### src/rtl/uart_8n1_transceiver_core_macros.svh
// ---------------------------------------------------------------------------
// Assertion macros shared by the UART core
// ---------------------------------------------------------------------------
`ifndef UART_8N1_TRANSCEIVER_CORE_MACROS_SVH
`define UART_8N1_TRANSCEIVER_CORE_MACROS_SVH

// Property checked on the rising clock edge, masked while reset is low.
`define UART8N1_ASSERT(lbl, prop, msg) \
  lbl: assert property (@(posedge clk_i) disable iff (!rst_ni) prop) else $error(msg);

// Property checked on every rising clock edge, reset included.
`define UART8N1_ASSERT_ALWAYS(lbl, prop, msg) \
  lbl: assert property (@(posedge clk_i) prop) else $error(msg);

`endif

### src/rtl/uart8n1_pkg.sv
// ---------------------------------------------------------------------------
// uart8n1_pkg
// Types and constants shared by the 8N1 UART core and its units.
// ---------------------------------------------------------------------------
package uart8n1_pkg;

  localparam int unsigned PeriodW = 16;
  localparam int unsigned RxCountW = PeriodW + 1;
  localparam int unsigned FrameBits = 10;
  localparam int unsigned DataBits = 8;
  localparam int unsigned BitCountW = 4;

  localparam logic [PeriodW-1:0] BitPeriodReset = 16'd104;
  localparam logic [BitCountW-1:0] TxBitsInit = 4'd10;
  localparam logic [BitCountW-1:0] RxBitsInit = 4'd8;

  typedef struct packed {
    logic level;
    logic active;
  } tx_status_t;

  typedef struct packed {
    logic                valid;
    logic [DataBits-1:0] holding;
  } rx_status_t;

  // A zero bit period behaves as one tick.
  function automatic logic [PeriodW-1:0] period_now(input logic [PeriodW-1:0] bit_period);
    period_now = (bit_period == '0) ? PeriodW'(1) : bit_period;
  endfunction

endpackage

### src/rtl/uart_8n1_transceiver_core.sv
// ---------------------------------------------------------------------------
// uart_8n1_transceiver_core
// Full-duplex 8N1 UART driven by one timer tick per input word.
// ---------------------------------------------------------------------------
// Each input word is one timer tick carrying the sampled receive level and an
// optional byte to send; each tick yields exactly one output word with the
// transmit level, busy flag, receive strobe (tuser) and last received byte.
// One tick is taken per clock cycle while the output side keeps tready high:
// a tick is held in the input register, both UART sequencers update from it,
// and the result lands in the output register. The user must write
// bit_period through the cfg channel only while no tick is in flight; the
// block does not enforce this. A new value takes effect at the next bit
// boundary of each sequencer.
module uart_8n1_transceiver_core (
  input  logic        clk_i,
  input  logic        rst_ni,
  input  logic        s_axis_tvalid,
  output logic        s_axis_tready,
  input  logic [15:0] s_axis_tdata,   // [0] rx_line, [8:1] send_byte
  input  logic        s_axis_tuser,   // [0] send_request
  output logic        m_axis_tvalid,
  input  logic        m_axis_tready,
  output logic [15:0] m_axis_tdata,   // [0] tx_line, [1] tx_busy, [9:2] rx_byte
  output logic        m_axis_tuser,   // [0] rx_valid
  input  logic        cfg_valid_i,
  output logic        cfg_ready_o,
  input  logic [15:0] cfg_data_i
);

  `include "uart_8n1_transceiver_core_macros.svh"

  logic [uart8n1_pkg::PeriodW-1:0]  bit_period_q;
  logic                             in_valid_q;
  logic                             in_line_q;
  logic                             in_req_q;
  logic [uart8n1_pkg::DataBits-1:0] in_byte_q;
  logic                             out_valid_q;
  logic [15:0]                      out_data_q;
  logic                             out_user_q;
  logic                             advance;
  logic                             in_accept;
  uart8n1_pkg::tx_status_t          tx_status;
  uart8n1_pkg::rx_status_t          rx_status;

  assign advance       = in_valid_q && (!out_valid_q || m_axis_tready);
  assign s_axis_tready = !in_valid_q || advance;
  assign in_accept     = s_axis_tvalid && s_axis_tready;
  assign cfg_ready_o   = 1'b1;

  always_ff @(posedge clk_i or negedge rst_ni) begin
    if (!rst_ni) begin
      bit_period_q <= uart8n1_pkg::BitPeriodReset;
    end else if (cfg_valid_i) begin
      bit_period_q <= cfg_data_i;
    end
  end

  always_ff @(posedge clk_i or negedge rst_ni) begin
    if (!rst_ni) begin
      in_valid_q <= 1'b0;
    end else if (in_accept) begin
      in_valid_q <= 1'b1;
    end else if (advance) begin
      in_valid_q <= 1'b0;
    end
  end

  always_ff @(posedge clk_i) begin
    if (in_accept) begin
      in_line_q <= s_axis_tdata[0];
      in_byte_q <= s_axis_tdata[8:1];
      in_req_q  <= s_axis_tuser;
    end
  end

  uart8n1_tx u_tx (
    .clk_i        (clk_i),
    .rst_ni       (rst_ni),
    .step_i       (advance),
    .req_i        (in_req_q),
    .byte_i       (in_byte_q),
    .bit_period_i (bit_period_q),
    .status_o     (tx_status)
  );

  uart8n1_rx u_rx (
    .clk_i        (clk_i),
    .rst_ni       (rst_ni),
    .step_i       (advance),
    .line_i       (in_line_q),
    .bit_period_i (bit_period_q),
    .status_o     (rx_status)
  );

  always_ff @(posedge clk_i or negedge rst_ni) begin
    if (!rst_ni) begin
      out_valid_q <= 1'b0;
    end else if (advance) begin
      out_valid_q <= 1'b1;
    end else if (m_axis_tready) begin
      out_valid_q <= 1'b0;
    end
  end

  always_ff @(posedge clk_i) begin
    if (advance) begin
      out_data_q <= {6'd0, rx_status.holding, tx_status.active, tx_status.level};
      out_user_q <= rx_status.valid;
    end
  end

  assign m_axis_tvalid = out_valid_q;
  assign m_axis_tdata  = out_data_q;
  assign m_axis_tuser  = out_user_q;

  // a stalled tick stays put in the input register
  `UART8N1_ASSERT(a_in_hold, in_valid_q && !advance |=> in_valid_q && $stable(in_byte_q) && $stable(in_line_q) && $stable(in_req_q), "input word lost while stalled")
  // every tick taken by the sequencers produces an output word
  `UART8N1_ASSERT(a_step_out, advance |=> out_valid_q, "tick did not produce an output word")
  // an edge seen in reset leaves the pipeline empty
  `UART8N1_ASSERT_ALWAYS(a_rst_idle, !rst_ni |=> !out_valid_q && !in_valid_q, "pipeline not empty in reset")

endmodule

### src/rtl/uart8n1_tx.sv
// ---------------------------------------------------------------------------
// uart8n1_tx
// Transmit sequencer: one update per accepted tick; status_o is the state
// after that tick.
// ---------------------------------------------------------------------------
module uart8n1_tx (
  input  logic                                clk_i,
  input  logic                                rst_ni,
  input  logic                                step_i,
  input  logic                                req_i,
  input  logic [uart8n1_pkg::DataBits-1:0]    byte_i,
  input  logic [uart8n1_pkg::PeriodW-1:0]     bit_period_i,
  output uart8n1_pkg::tx_status_t             status_o
);

  logic [uart8n1_pkg::FrameBits-1:0] shift_q, shift_d;
  logic [uart8n1_pkg::BitCountW-1:0] bits_q, bits_d;
  logic [uart8n1_pkg::PeriodW-1:0]   count_q, count_d;
  logic                              active_q, active_d;
  logic                              level_q, level_d;

  always_comb begin
    shift_d  = shift_q;
    bits_d   = bits_q;
    count_d  = count_q;
    active_d = active_q;
    level_d  = level_q;
    if (active_q) begin
      if (count_q <= uart8n1_pkg::PeriodW'(1)) begin
        count_d = uart8n1_pkg::period_now(bit_period_i);
        if (bits_q == '0) begin
          active_d = 1'b0;
          bits_d   = uart8n1_pkg::TxBitsInit;
        end else begin
          level_d = shift_q[0];
          shift_d = {1'b0, shift_q[uart8n1_pkg::FrameBits-1:1]};
          bits_d  = bits_q - uart8n1_pkg::BitCountW'(1);
        end
      end else begin
        count_d = count_q - uart8n1_pkg::PeriodW'(1);
      end
    end else if (req_i) begin
      // stop, data, start from the top down
      shift_d  = {1'b1, byte_i, 1'b0};
      active_d = 1'b1;
      count_d  = uart8n1_pkg::period_now(bit_period_i);
    end
  end

  always_ff @(posedge clk_i or negedge rst_ni) begin
    if (!rst_ni) begin
      shift_q  <= '0;
      bits_q   <= uart8n1_pkg::TxBitsInit;
      count_q  <= '0;
      active_q <= 1'b0;
      level_q  <= 1'b1;
    end else if (step_i) begin
      shift_q  <= shift_d;
      bits_q   <= bits_d;
      count_q  <= count_d;
      active_q <= active_d;
      level_q  <= level_d;
    end
  end

  assign status_o.level  = level_d;
  assign status_o.active = active_d;

endmodule

### src/rtl/uart8n1_rx.sv
// ---------------------------------------------------------------------------
// uart8n1_rx
// Receive sampler: edge detect, 1.5 period delay, eight samples LSB first.
// ---------------------------------------------------------------------------
module uart8n1_rx (
  input  logic                                clk_i,
  input  logic                                rst_ni,
  input  logic                                step_i,
  input  logic                                line_i,
  input  logic [uart8n1_pkg::PeriodW-1:0]     bit_period_i,
  output uart8n1_pkg::rx_status_t             status_o
);

  logic                               sampling_q, sampling_d;
  logic [uart8n1_pkg::RxCountW-1:0]   count_q, count_d;
  logic [uart8n1_pkg::DataBits-1:0]   shift_q, shift_d;
  logic [uart8n1_pkg::BitCountW-1:0]  bits_q, bits_d;
  logic [uart8n1_pkg::DataBits-1:0]   holding_q, holding_d;
  logic                               prev_q;
  logic                               valid;
  logic [uart8n1_pkg::PeriodW-1:0]    period;

  assign period = uart8n1_pkg::period_now(bit_period_i);

  always_comb begin
    sampling_d = sampling_q;
    count_d    = count_q;
    shift_d    = shift_q;
    bits_d     = bits_q;
    holding_d  = holding_q;
    valid      = 1'b0;
    if (sampling_q) begin
      if (count_q <= uart8n1_pkg::RxCountW'(1)) begin
        count_d = uart8n1_pkg::RxCountW'(period);
        shift_d = {line_i, shift_q[uart8n1_pkg::DataBits-1:1]};
        bits_d  = bits_q - uart8n1_pkg::BitCountW'(1);
        if (bits_d == '0) begin
          holding_d  = shift_d;
          bits_d     = uart8n1_pkg::RxBitsInit;
          sampling_d = 1'b0;
          valid      = 1'b1;
        end
      end else begin
        count_d = count_q - uart8n1_pkg::RxCountW'(1);
      end
    end else if (prev_q && !line_i) begin
      // first sample lands mid bit: one and a half periods after the edge
      sampling_d = 1'b1;
      count_d    = uart8n1_pkg::RxCountW'(period)
                 + uart8n1_pkg::RxCountW'(bit_period_i[uart8n1_pkg::PeriodW-1:1]);
    end
  end

  always_ff @(posedge clk_i or negedge rst_ni) begin
    if (!rst_ni) begin
      sampling_q <= 1'b0;
      count_q    <= '0;
      shift_q    <= '0;
      bits_q     <= uart8n1_pkg::RxBitsInit;
      holding_q  <= '0;
      prev_q     <= 1'b1;
    end else if (step_i) begin
      sampling_q <= sampling_d;
      count_q    <= count_d;
      shift_q    <= shift_d;
      bits_q     <= bits_d;
      holding_q  <= holding_d;
      prev_q     <= line_i;
    end
  end

  assign status_o.valid   = valid;
  assign status_o.holding = holding_d;

endmodule
### config.mk
export PLATFORM = sky130hd
export DESIGN_NAME = uart_8n1_transceiver_core
export DESIGN_NICKNAME = d
export VERILOG_FILES = /design/src/rtl/uart8n1_pkg.sv /design/src/rtl/uart_8n1_transceiver_core.sv /design/src/rtl/uart8n1_tx.sv /design/src/rtl/uart8n1_rx.sv
export VERILOG_INCLUDE_DIRS = /design/src /design/src/rtl
export SDC_FILE = /design/constraint.sdc
export NUM_CORES = 1
export LEC_CHECK = 0
export BUFFER_PORTS_ARGS = -buffer_cell sky130_fd_sc_hd__buf_4
export CORE_ASPECT_RATIO = 1.2
export CORE_UTILIZATION = 54
export DETAILED_ROUTE_END_ITERATION = 16
export GPL_TIMING_DRIVEN = 0
export PLACE_DENSITY = 0.74
export SYNTH_ARGS = -nofsm -noshare
export SYNTH_HDL_FRONTEND = slang
export SYNTH_SLANG_ARGS = --single-unit
### constraint.sdc
create_clock -name clk_i -period 4.3 [get_ports clk_i]
set_input_delay 0.86 -clock clk_i [delete_from_list [all_inputs] [get_ports clk_i]]
set_output_delay 0.86 -clock clk_i [all_outputs]
set_load 0.01 [all_outputs]
==> reports/results.tsv, run 1 <==
stage	metric	value	unit
outcome	status	complete, no violations	
critical_path	max_stage_delay	0.51	ns
timing	hold_violations	0	
power_and_ir_drop	pwr-share-clk	25.5	%
floorplan	core	0.0112	mm^2
timing	tightest_slew	1.17	ns
floorplan	std_cell_rows	42	
yosys	synth-async-reset-ratio	80.7	%
power_and_ir_drop	p_switching	1240	uW
yosys	yosysUniqueCellTypes	69	
clock_tree	insertion_delay	0.36	ns
clock_tree	cts_tree	done	
global_routing	grt_busiest_layer	met2	
global_routing	grt_pass1_vias	5246	
floorplan	die_w	101	um
yosys	synth_seq_cells	109	
global_routing	met3_usage	5.03	%
timing	fin_crit	3.99	ns
yosys	synthCells	678	
detailed_routing	vias_per_cell	5.86	
timing	drv_slew	0	
power_and_ir_drop	switching_share	36.5	%
floorplan	start_util	56.3	%
timing	max_freq	251	MHz
yosys	synth_top_area_share	31.6	%
timing	rsz0062_at_grt	no	
power_and_ir_drop	power_frac_comb	29.1	%
clock_tree	hold_buffers	0	
power_and_ir_drop	ir_drop	0.287	mV
detailed_routing	remaining_drc_errors	0	
clock_tree	clockBufferDepth	2	
yosys	yosysSeqAreaShare	44.9	%
yosys	yosysMostFrequentCell	nand2_1	
final_layout	utilization	63.9	%
yosys	netlist_area	0.00633	mm^2
floorplan	io_pins	58	
critical_path	crit_chain	inv_1 -> ha_1 -> nand4_1 -> or4_1 -> clkbuf_1 -> and2_1 -> ha_1 -> and3_1 -> a311oi_2 -> o21bai_1 -> a221oi_1 -> or4b_1 -> nand4_1	
critical_path	slowest_stage	dfrtp_1	
yosys	synthFlopType	dfrtp_1	
detailed_routing	drt-pass1-iter-count	5	
clock_tree	path_clk_slew	0.08	ns
global_routing	grtUsageMet2	43.8	%
clock_tree	htreeDepth	3	
final_layout	insertedDiodeCount	0	
timing	timing.final.crit_share	92.7	%
power_and_ir_drop	p_per_area	473	mW/mm^2
final_layout	drive_gt1_share	16.2	%
yosys	synth_edf_count	21	
yosys	yosysTopAreaCell	dfrtp_1	
global_routing	grt_pass1_wl	25.5	mm
yosys	ys_top_cells_by_count	nand2_1, dfrtp_1, a21oi_1	
clock_tree	cts-root-buf	clkbuf_16	
placed_design	dp_hpwl	10.7	mm
critical_path	worstPathArrival	4.22	ns
critical_path	worstPathRequired	4.53	ns
critical_path	end_kind	register	
timing	setup_violations	0	
detailed_routing	drt-total-wl	15.0	mm
placed_design	gp_congestion	0.904	
detailed_routing	wl_per_cell	16.8	um
yosys	synth_area_leaders	dfrtp_1, edfxtp_1, ha_1	
placed_design	pre_cts_slack	0.240	ns
final_layout	nets	806	
critical_path	critPathTopFamily	simple AND/OR/NAND/NOR gates	
power_and_ir_drop	p_int	2160	uW
clock_tree	cts_buffers	9	
global_routing	met1_usage	35.0	%
worst_hold_path	holdCritPathClass	reg2reg	
placed_design	port_buffers	43	
global_routing	antenna_found_initial	0	
floorplan	die_y	121	um
clock_tree	clock_sinks	109	
detailed_routing	drt_iter0_markers	370	
floorplan	die_area	0.0122	mm^2
global_routing	track_usage	27.0	%
power_and_ir_drop	pwr-share-seq	45.4	%
global_routing	grt_max_degree	89	
final_layout	syn2layout_area_growth	13.4	%
critical_path	cp.buffers_inverters	2	
global_routing	grt_overflow	0	
timing	skew	0.00879	ns
detailed_routing	ant_nets	0	
power_and_ir_drop	p_leak	0.00316	uW
timing	slew_headroom	21.9	%
critical_path	path_max_fanout	10	
timing	tns	0	ns
clock_tree	cts_resized	0	
timing	fin_ws	0.313	ns
clock_tree	postCtsSetupBuffers	0	
critical_path	start_kind	register	
critical_path	critPathKind	reg2reg	
flow_run	drv_cap	0	
yosys	avgSynthCellArea	9.34	um^2
detailed_routing	vias	5249	
yosys	yosys_warnings	0	
==> registers in the layout (all words and copies together) (netlist names), 4 cells and up <==
register and flops:
u_rx.count_q 17, bit_period_q 16, u_tx.count_q 16, m_axis_tdata 10, u_tx.shift_q 10, in_byte_q 8
u_rx.holding_q 8, u_rx.shift_q 7, u_rx.bits_q 4, u_tx.bits_q 4
==> per-layer routing <==
layer / vias to the layer above / part of all wire [%]
met1: 2528 / 43
met5: - / 0
met4: 0 / 2.8
li1: 2505 / -
met2: 178 / 48
met3: 38 / 5.8
==> cells in the final DEF, fill, tap and decap left out, types with 4 or more instances in the layout <==
| cell | Yosys | routed |
|---|---|---|
| nand2_1 | 87 | 87 |
| dfrtp_1 | 80 | 80 |
| a21oi_1 | 62 | 62 |
| nor2_1 | 56 | 56 |
| o21ai_0 | 56 | 56 |
| buf_4 | 8 | 51 |
| inv_1 | 31 | 31 |
| ha_1 | 30 | 30 |
| mux2_2 | 22 | 22 |
| edfxtp_1 | 21 | 21 |
| clkbuf_1 | 18 | 18 |
| nor3_1 | 15 | 15 |
| xnor2_1 | 15 | 15 |
| nand3_1 | 13 | 13 |
| mux2i_1 | 12 | 12 |
| a31oi_1 | 9 | 9 |
| xor2_1 | 9 | 9 |
| clkbuf_16 | 0 | 9 |
| nand4_1 | 8 | 8 |
| a22oi_1 | 8 | 8 |
| dfstp_2 | 8 | 8 |
| conb_1 | 2 | 7 |
| nor4_1 | 6 | 6 |
| o22ai_1 | 6 | 6 |
| and2_1 | 5 | 5 |
| and3_1 | 5 | 5 |
| buf_2 | 5 | 5 |
| nor2b_1 | 5 | 5 |
| or3_1 | 5 | 5 |
| a21o_1 | 5 | 5 |
| nand2b_1 | 4 | 4 |
| buf_6 | 4 | 4 |
| a211oi_1 | 4 | 4 |
| o21a_1 | 4 | 4 |
==> final timing paths <==
kind	start	slack [ns]	depth (start not counted)	endpoint
min	in_valid_q$_DFFE_PN0P_	0.49	1	m_axis_tvalid$_DFFE_PN0P_
max in group asynchronous	rst_ni	2.81	1	u_rx.count_q[9]$_DFFE_PN0P_
max	bit_period_q[14]$_DFFE_PN0P_	0.31	13	u_rx.count_q[13]$_DFFE_PN0P_
min in group asynchronous	rst_ni	0.68	1	u_rx.count_q[12]$_DFFE_PN0P_
min reg2reg	in_valid_q$_DFFE_PN0P_	0.49	1	m_axis_tvalid$_DFFE_PN0P_
max reg2reg	bit_period_q[14]$_DFFE_PN0P_	0.31	13	u_rx.count_q[13]$_DFFE_PN0P_
==> stage by stage <==
stage	hold slack [ns]	instance area [um^2]	power, uW	std cells
after floorplan	0.457	6350	2230	683
final	0.494	7180	3400	896
after detailed placement	0.479	6870	2520	880
after global placement	0.466	6870	2470	880
after global routing	0.525	7180	3610	896
after CTS	0.491	7180	3380	896
==> power groups by stage <==
stage / sequential, uW / clock, uW / combinational, uW
2_1_floorplan: 1490 / 0 / 731
3_3_place_gp: 1540 / 0 / 934
3_5_place_dp: 1550 / 0 / 964
4_1_cts: 1540 / 874 / 974
5_1_grt: 1580 / 911 / 1120
6_report: 1540 / 865 / 989
==> kinds of logic after synthesis <==
kind of cell / share of synthesized area [%]
flops: 44.9
mux: 5.81
other cells: 0.119
buf+inv: 5.08
fa+ha+maj: 6.24
simple gates: 18.0
xor+xnor: 3.32
compound gates: 16.6
==> area by class of cell <==
cell class | count | area [um^2]
Multi-Input combinational cell | 506 | 3200
Inverter | 33 | 124
Tap cell | 154 | 193
Clock inverter | 7 | 82.6
Clock buffer | 9 | 225
Sequential cell | 109 | 2840
Buffer | 35 | 198
Timing Repair Buffer | 43 | 323
Fill cell | 998 | 4060
(Power assumes the default switching activity.)
==> run 2: changes to the inputs <==
- CORE_UTILIZATION: 54 -> 60
- PLACE_DENSITY: 0.74 -> 0.8
==> reports/results.tsv, run 2 (synthesized netlist as in run 1, its figures left out) <==
stage	metric	value	unit
detailed_routing	vias	5329	
critical_path	reg2reg_to	u_rx.count_q[14]$_DFFE_PN0P_	
timing	slew_headroom	22.9	%
detailed_routing	drt-pass1-iter-count	6	
clock_tree	hold_buffers	0	
clock_tree	clock_sinks	109	
detailed_routing	drt_iter0_markers	338	
timing	drv_slew	0	
final_layout	reg_top3	u_rx.count_q (17), bit_period_q (16), u_tx.count_q (16)	
final_layout	insertedDiodeCount	0	
critical_path	critPathKind	reg2reg	
final_layout	seqCellArea	0.00284	mm^2
power_and_ir_drop	p_leak	0.00316	uW
timing	tightest_slew	1.16	ns
floorplan	start_util	62.4	%
timing	tns	0	ns
final_layout	fillers	796	
critical_path	worstPathRequired	4.55	ns
critical_path	worstPathArrival	4.33	ns
power_and_ir_drop	p_per_area	470	mW/mm^2
floorplan	die_w	95.8	um
timing	rsz0062_at_grt	no	
critical_path	end_kind	register	
final_layout	mostFrequentLayoutCells	nand2_1, dfrtp_1, a21oi_1, nor2_1, o21ai_0	
placed_design	dp_hpwl	10.7	mm
final_layout	drive_gt1_share	16.3	%
timing	skew	0.00803	ns
clock_tree	clockBufferDepth	2	
final_layout	fin_cells	868	
clock_tree	insertion_delay	0.36	ns
global_routing	antenna_found_initial	0	
floorplan	std_cell_rows	40	
worst_hold_path	hp-start	in_valid_q$_DFFE_PN0P_	
detailed_routing	vias_per_cell	6.14	
detailed_routing	ant_nets	0	
floorplan	die_area	0.0110	mm^2
critical_path	start_kind	register	
clock_tree	cts_buffers	9	
global_routing	grt_pass1_vias	5226	
worst_hold_path	hold_end	m_axis_tvalid$_DFFE_PN0P_	
clock_tree	path_clk_slew	0.07	ns
floorplan	die_y	115	um
final_layout	largest_reg_flops	17	
global_routing	grt_overflow	0	
placed_design	port_buffers	43	
placed_design	gp_congestion	0.974	
flow_run	drv_cap	0	
detailed_routing	wl_per_cell	17.3	um
worst_hold_path	hold_depth	1	
timing	fin_crit	4.08	ns
critical_path	r2r_cells	14	
final_layout	syn2layout_area_growth	12.5	%
placed_design	placed_cells	852	
clock_tree	cts_tree	done	
final_layout	multi_input_area	0.00320	mm^2
final_layout	finalInstanceArea	0.00712	mm^2
timing	hold_slack	0.504	ns
timing	timing.final.crit_share	94.9	%
timing	fin_ws	0.220	ns
floorplan	io_pins	58	
global_routing	track_usage	29.9	%
clock_tree	cts-root-buf	clkbuf_16	
clock_tree	cts_resized	0	
critical_path	r2r_slack	0.22	ns
detailed_routing	drt-total-wl	15.0	mm
critical_path	path_max_fanout	10	
critical_path	rr_startpoint	bit_period_q[14]$_DFFE_PN0P_	
power_and_ir_drop	ir_drop	0.295	mV
floorplan	core	0.0102	mm^2
timing	hold_violations	0	
clock_tree	htreeDepth	3	
placed_design	place_area	0.00683	mm^2
detailed_routing	remaining_drc_errors	0	
placed_design	pre_cts_slack	0.197	ns
outcome	status	complete, no violations	
clock_tree	postCtsSetupBuffers	0	
worst_hold_path	holdCritPathClass	reg2reg	
final_layout	layout_commonest_cell	nand2_1	
global_routing	grt_pass1_wl	25.1	mm
timing	setup_violations	0	
global_routing	grt_max_degree	89	
timing	max_freq	245	MHz
final_layout	largest_register	u_rx.count_q	
final_layout	nets	806	
## run 2: cell types whose count changed in the layout (fill, tap and decap cells not counted)
| cell | previous run | this run |
|---|---|---|
| a21oi_1 | 62 | 61 |
| a21oi_2 | 0 | 1 |
| bufinv_16 | 1 | 0 |
| clkbuf_1 | 18 | 19 |
| clkinv_1 | 2 | 1 |
| clkinv_2 | 0 | 1 |
| clkinv_4 | 0 | 1 |
| clkinv_8 | 1 | 0 |
| clkinvlp_4 | 2 | 0 |
| inv_6 | 2 | 3 |
| inv_8 | 0 | 1 |
## run 2: worst max-delay path by stage
stage	to	depth (start not counted)	slack (ns)	from
CTS	u_rx.count_q[13]$_DFFE_PN0P_	13	0.17	bit_period_q[14]$_DFFE_PN0P_
global placement	u_rx.count_q[13]$_DFFE_PN0P_	13	0.27	bit_period_q[14]$_DFFE_PN0P_
global route	u_rx.count_q[13]$_DFFE_PN0P_	13	0.01	bit_period_q[14]$_DFFE_PN0P_
floorplan	u_rx.count_q[13]$_DFFE_PN0P_	13	1.02	bit_period_q[14]$_DFFE_PN0P_
detailed placement	u_rx.count_q[13]$_DFFE_PN0P_	13	0.20	bit_period_q[14]$_DFFE_PN0P_
finish	u_rx.count_q[14]$_DFFE_PN0P_	14	0.22	bit_period_q[14]$_DFFE_PN0P_
## run 2: cell type report
| type | instances | share of cell area, % |
|---|---|---|
| Timing Repair Buffer | 43 | 4.53 |
| Buffer | 35 | 2.77 |
| Clock inverter | 6 | 0.720 |
| Sequential cell | 109 | 39.9 |
| Inverter | 33 | 1.74 |
| Clock buffer | 10 | 3.21 |
| Tap cell | 126 | 2.21 |
| Multi-Input combinational cell | 506 | 44.9 |
## run 2: critical path, cell delays in order (launching register included)
cell,delay [ns]
dfrtp_1,0.49
inv_1,0.17
ha_1,0.18
nand4_1,0.12
or4_1,0.51
clkbuf_1,0.31
and2_1,0.35
ha_1,0.36
and3_1,0.21
o21ai_0,0.11
nand2_1,0.13
a31oi_1,0.40
o21a_1,0.30
mux2i_1,0.10
a211o_1,0.23
## run 2: power by group
part | total [uW] | internal (uW) | switching, uW | leakage, uW
Clock | 809 | 404 | 404 | 0.000140
Sequential | 1540 | 1280 | 263 | 0.00126
Combinational | 993 | 416 | 577 | 0.00175
## run 2: per-layer routing
metal | routed length [um] | vias to the layer above | global-route usage (%) | share of wire (%)
met1 | 6230 | 2579 | 38.3 | 41
met5 | 0 | - | 0 | 0
met3 | 922 | 48 | 4.78 | 6.1
met4 | 532 | 0 | 14.5 | 3.5
li1 | - | 2499 | - | -
met2 | 7360 | 203 | 48.9 | 49
## run 2: metrics by stage
stage	utilization, %	power [uW]
after global routing	70.1	3540
after detailed placement	67.3	2520
after global placement	67.3	2470
final	70.1	3350
after CTS	70.0	3330
after floorplan	-	2230
==> run 3: changes to the inputs <==
- MAX_ROUTING_LAYER: not set -> met4
- PLACE_DENSITY: 0.8 -> not set
- PLACE_DENSITY_LB_ADDON: not set -> 0.25
- SKIP_CTS_REPAIR_TIMING: not set -> 1
==> reports/results.tsv, run 3 (synthesized netlist as in run 1, its figures left out) <==
stage	metric	value	unit
outcome	status	complete, no violations	
detailed_routing	ant_nets	0	
floorplan	core	0.0102	mm^2
critical_path	rr_startpoint	bit_period_q[14]$_DFFE_PN0P_	
critical_path	end_kind	register	
timing	skew	0.00806	ns
floorplan	start_util	62.4	%
critical_path	critPathLaunch	bit_period_q[14]$_DFFE_PN0P_	
power_and_ir_drop	p_per_area	465	mW/mm^2
power_and_ir_drop	ir_drop	0.324	mV
critical_path	r2r_cells	13	
final_layout	largest_reg_flops	17	
critical_path	path_max_fanout	10	
timing	fin_crit	4.07	ns
global_routing	antenna_found_initial	0	
detailed_routing	vias_per_cell	6.04	
global_routing	grt_pass1_wl	24.5	mm
worst_hold_path	holdCritPathClass	reg2reg	
global_routing	grt_overflow	0	
clock_tree	path_clk_slew	0.07	ns
floorplan	die_y	115	um
global_routing	grt_pass1_vias	5048	
placed_design	dp_hpwl	10.7	mm
timing	hold_violations	0	
critical_path	critPathKind	reg2reg	
floorplan	io_pins	58	
final_layout	mostFrequentLayoutCells	nand2_1, dfrtp_1, a21oi_1, nor2_1, o21ai_0	
clock_tree	cts_buffers	9	
clock_tree	insertion_delay	0.35	ns
timing	max_freq	246	MHz
placed_design	gp_congestion	0.938	
critical_path	reg2reg_to	u_rx.count_q[13]$_DFFE_PN0P_	
timing	tns	0	ns
detailed_routing	vias	5246	
floorplan	die_area	0.0110	mm^2
timing	hold_slack	0.493	ns
clock_tree	htreeDepth	3	
critical_path	critPathCapture	u_rx.count_q[13]$_DFFE_PN0P_	
placed_design	port_buffers	43	
critical_path	start_kind	register	
timing	drv_slew	0	
final_layout	largest_register	u_rx.count_q	
global_routing	grt_max_degree	89	
floorplan	die_w	95.8	um
floorplan	std_cell_rows	40	
detailed_routing	drt-pass1-iter-count	5	
detailed_routing	drt-total-wl	15.0	mm
critical_path	worstPathArrival	4.30	ns
final_layout	syn2layout_area_growth	12.3	%
clock_tree	clockBufferDepth	2	
timing	timing.final.crit_share	94.6	%
critical_path	worstPathRequired	4.53	ns
final_layout	drive_gt1_share	16.0	%
detailed_routing	wl_per_cell	17.3	um
final_layout	insertedDiodeCount	0	
timing	tightest_slew	1.16	ns
clock_tree	cts-root-buf	clkbuf_16	
final_layout	reg_top3	u_rx.count_q (17), bit_period_q (16), u_tx.count_q (16)	
final_layout	layout_commonest_cell	nand2_1	
clock_tree	clock_sinks	109	
clock_tree	cts_tree	done	
final_layout	nets	806	
global_routing	track_usage	30.2	%
flow_run	drv_cap	0	
timing	slew_headroom	22.9	%
detailed_routing	drt_iter0_markers	319	
critical_path	r2r_slack	0.23	ns
timing	setup_violations	0	
detailed_routing	remaining_drc_errors	0	
power_and_ir_drop	p_leak	0.00315	uW
timing	rsz0062_at_grt	no	
[run 3: power breakdown]
part           switching [uW]  total [uW]  internal [uW]
clock network             398         801            403
registers                 259        1540           1280
logic                     556         971            415
[run 3: layout make-up]
type                    count  area, um^2
clock inverters             5        43.8
flip-flops and latches    109        2840
clock buffers              11         233
fillers                   797        3040
multi-input cells         506        3200
inverters                  33         124
plain buffers              35         198
repair buffers             43         323
well taps                 126         158
[run 3: how the worst min path moves through the flow]
stage                           startpoint                           to  slack, ns  cells past startpoint
4_1_cts             in_valid_q$_DFFE_PN0P_    m_axis_tvalid$_DFFE_PN0P_       0.50                      1
3_5_place_dp        in_valid_q$_DFFE_PN0P_    m_axis_tvalid$_DFFE_PN0P_       0.48                      1
5_1_grt         u_tx.bits_q[1]$_DFFE_PN1P_   u_tx.bits_q[1]$_DFFE_PN1P_       0.51                      2
2_1_floorplan  u_rx.shift_q[1]$_DFFE_PN0P_  u_rx.shift_q[1]$_DFFE_PN0P_       0.46                      2
3_3_place_gp        in_valid_q$_DFFE_PN0P_    m_axis_tvalid$_DFFE_PN0P_       0.46                      1
6_report            in_valid_q$_DFFE_PN0P_    m_axis_tvalid$_DFFE_PN0P_       0.49                      1
[run 3: routing by layer]
layer	global-route usage (%)	part of all wire, %	routed length (um)
met5	-	0	0
met4	14.0	2.9	436
met3	3.78	3.7	562
met2	47.7	48	7280
met1	38.5	45	6740
[run 3: per-stage QoR]
stage / setup slack (ns) / total power [uW] / instance area, um^2 / instances / util [%]
after floorplan: 1.02 / 2230 / 6350 / 683 / -
after detailed placement: 0.217 / 2510 / 6830 / 852 / 67.3
after CTS: 0.172 / 3310 / 7110 / 868 / 70.0
after global routing: 0.0155 / 3500 / 7120 / 868 / 70.0
final: 0.232 / 3310 / 7120 / 868 / 70.0
after global placement: 0.235 / 2480 / 6830 / 852 / 67.3
[run 3: critical path, stage by stage (launching register included)]
cell and delay [ns]:
dfrtp_1 0.52, inv_1 0.19, ha_1 0.19, nand4_1 0.13
or4_1 0.50, clkbuf_1 0.28, and2_1 0.35, ha_1 0.36
and3_1 0.21, a311oi_2 0.37, o21bai_1 0.16, a221oi_1 0.42
or4b_1 0.17, nand4_1 0.08
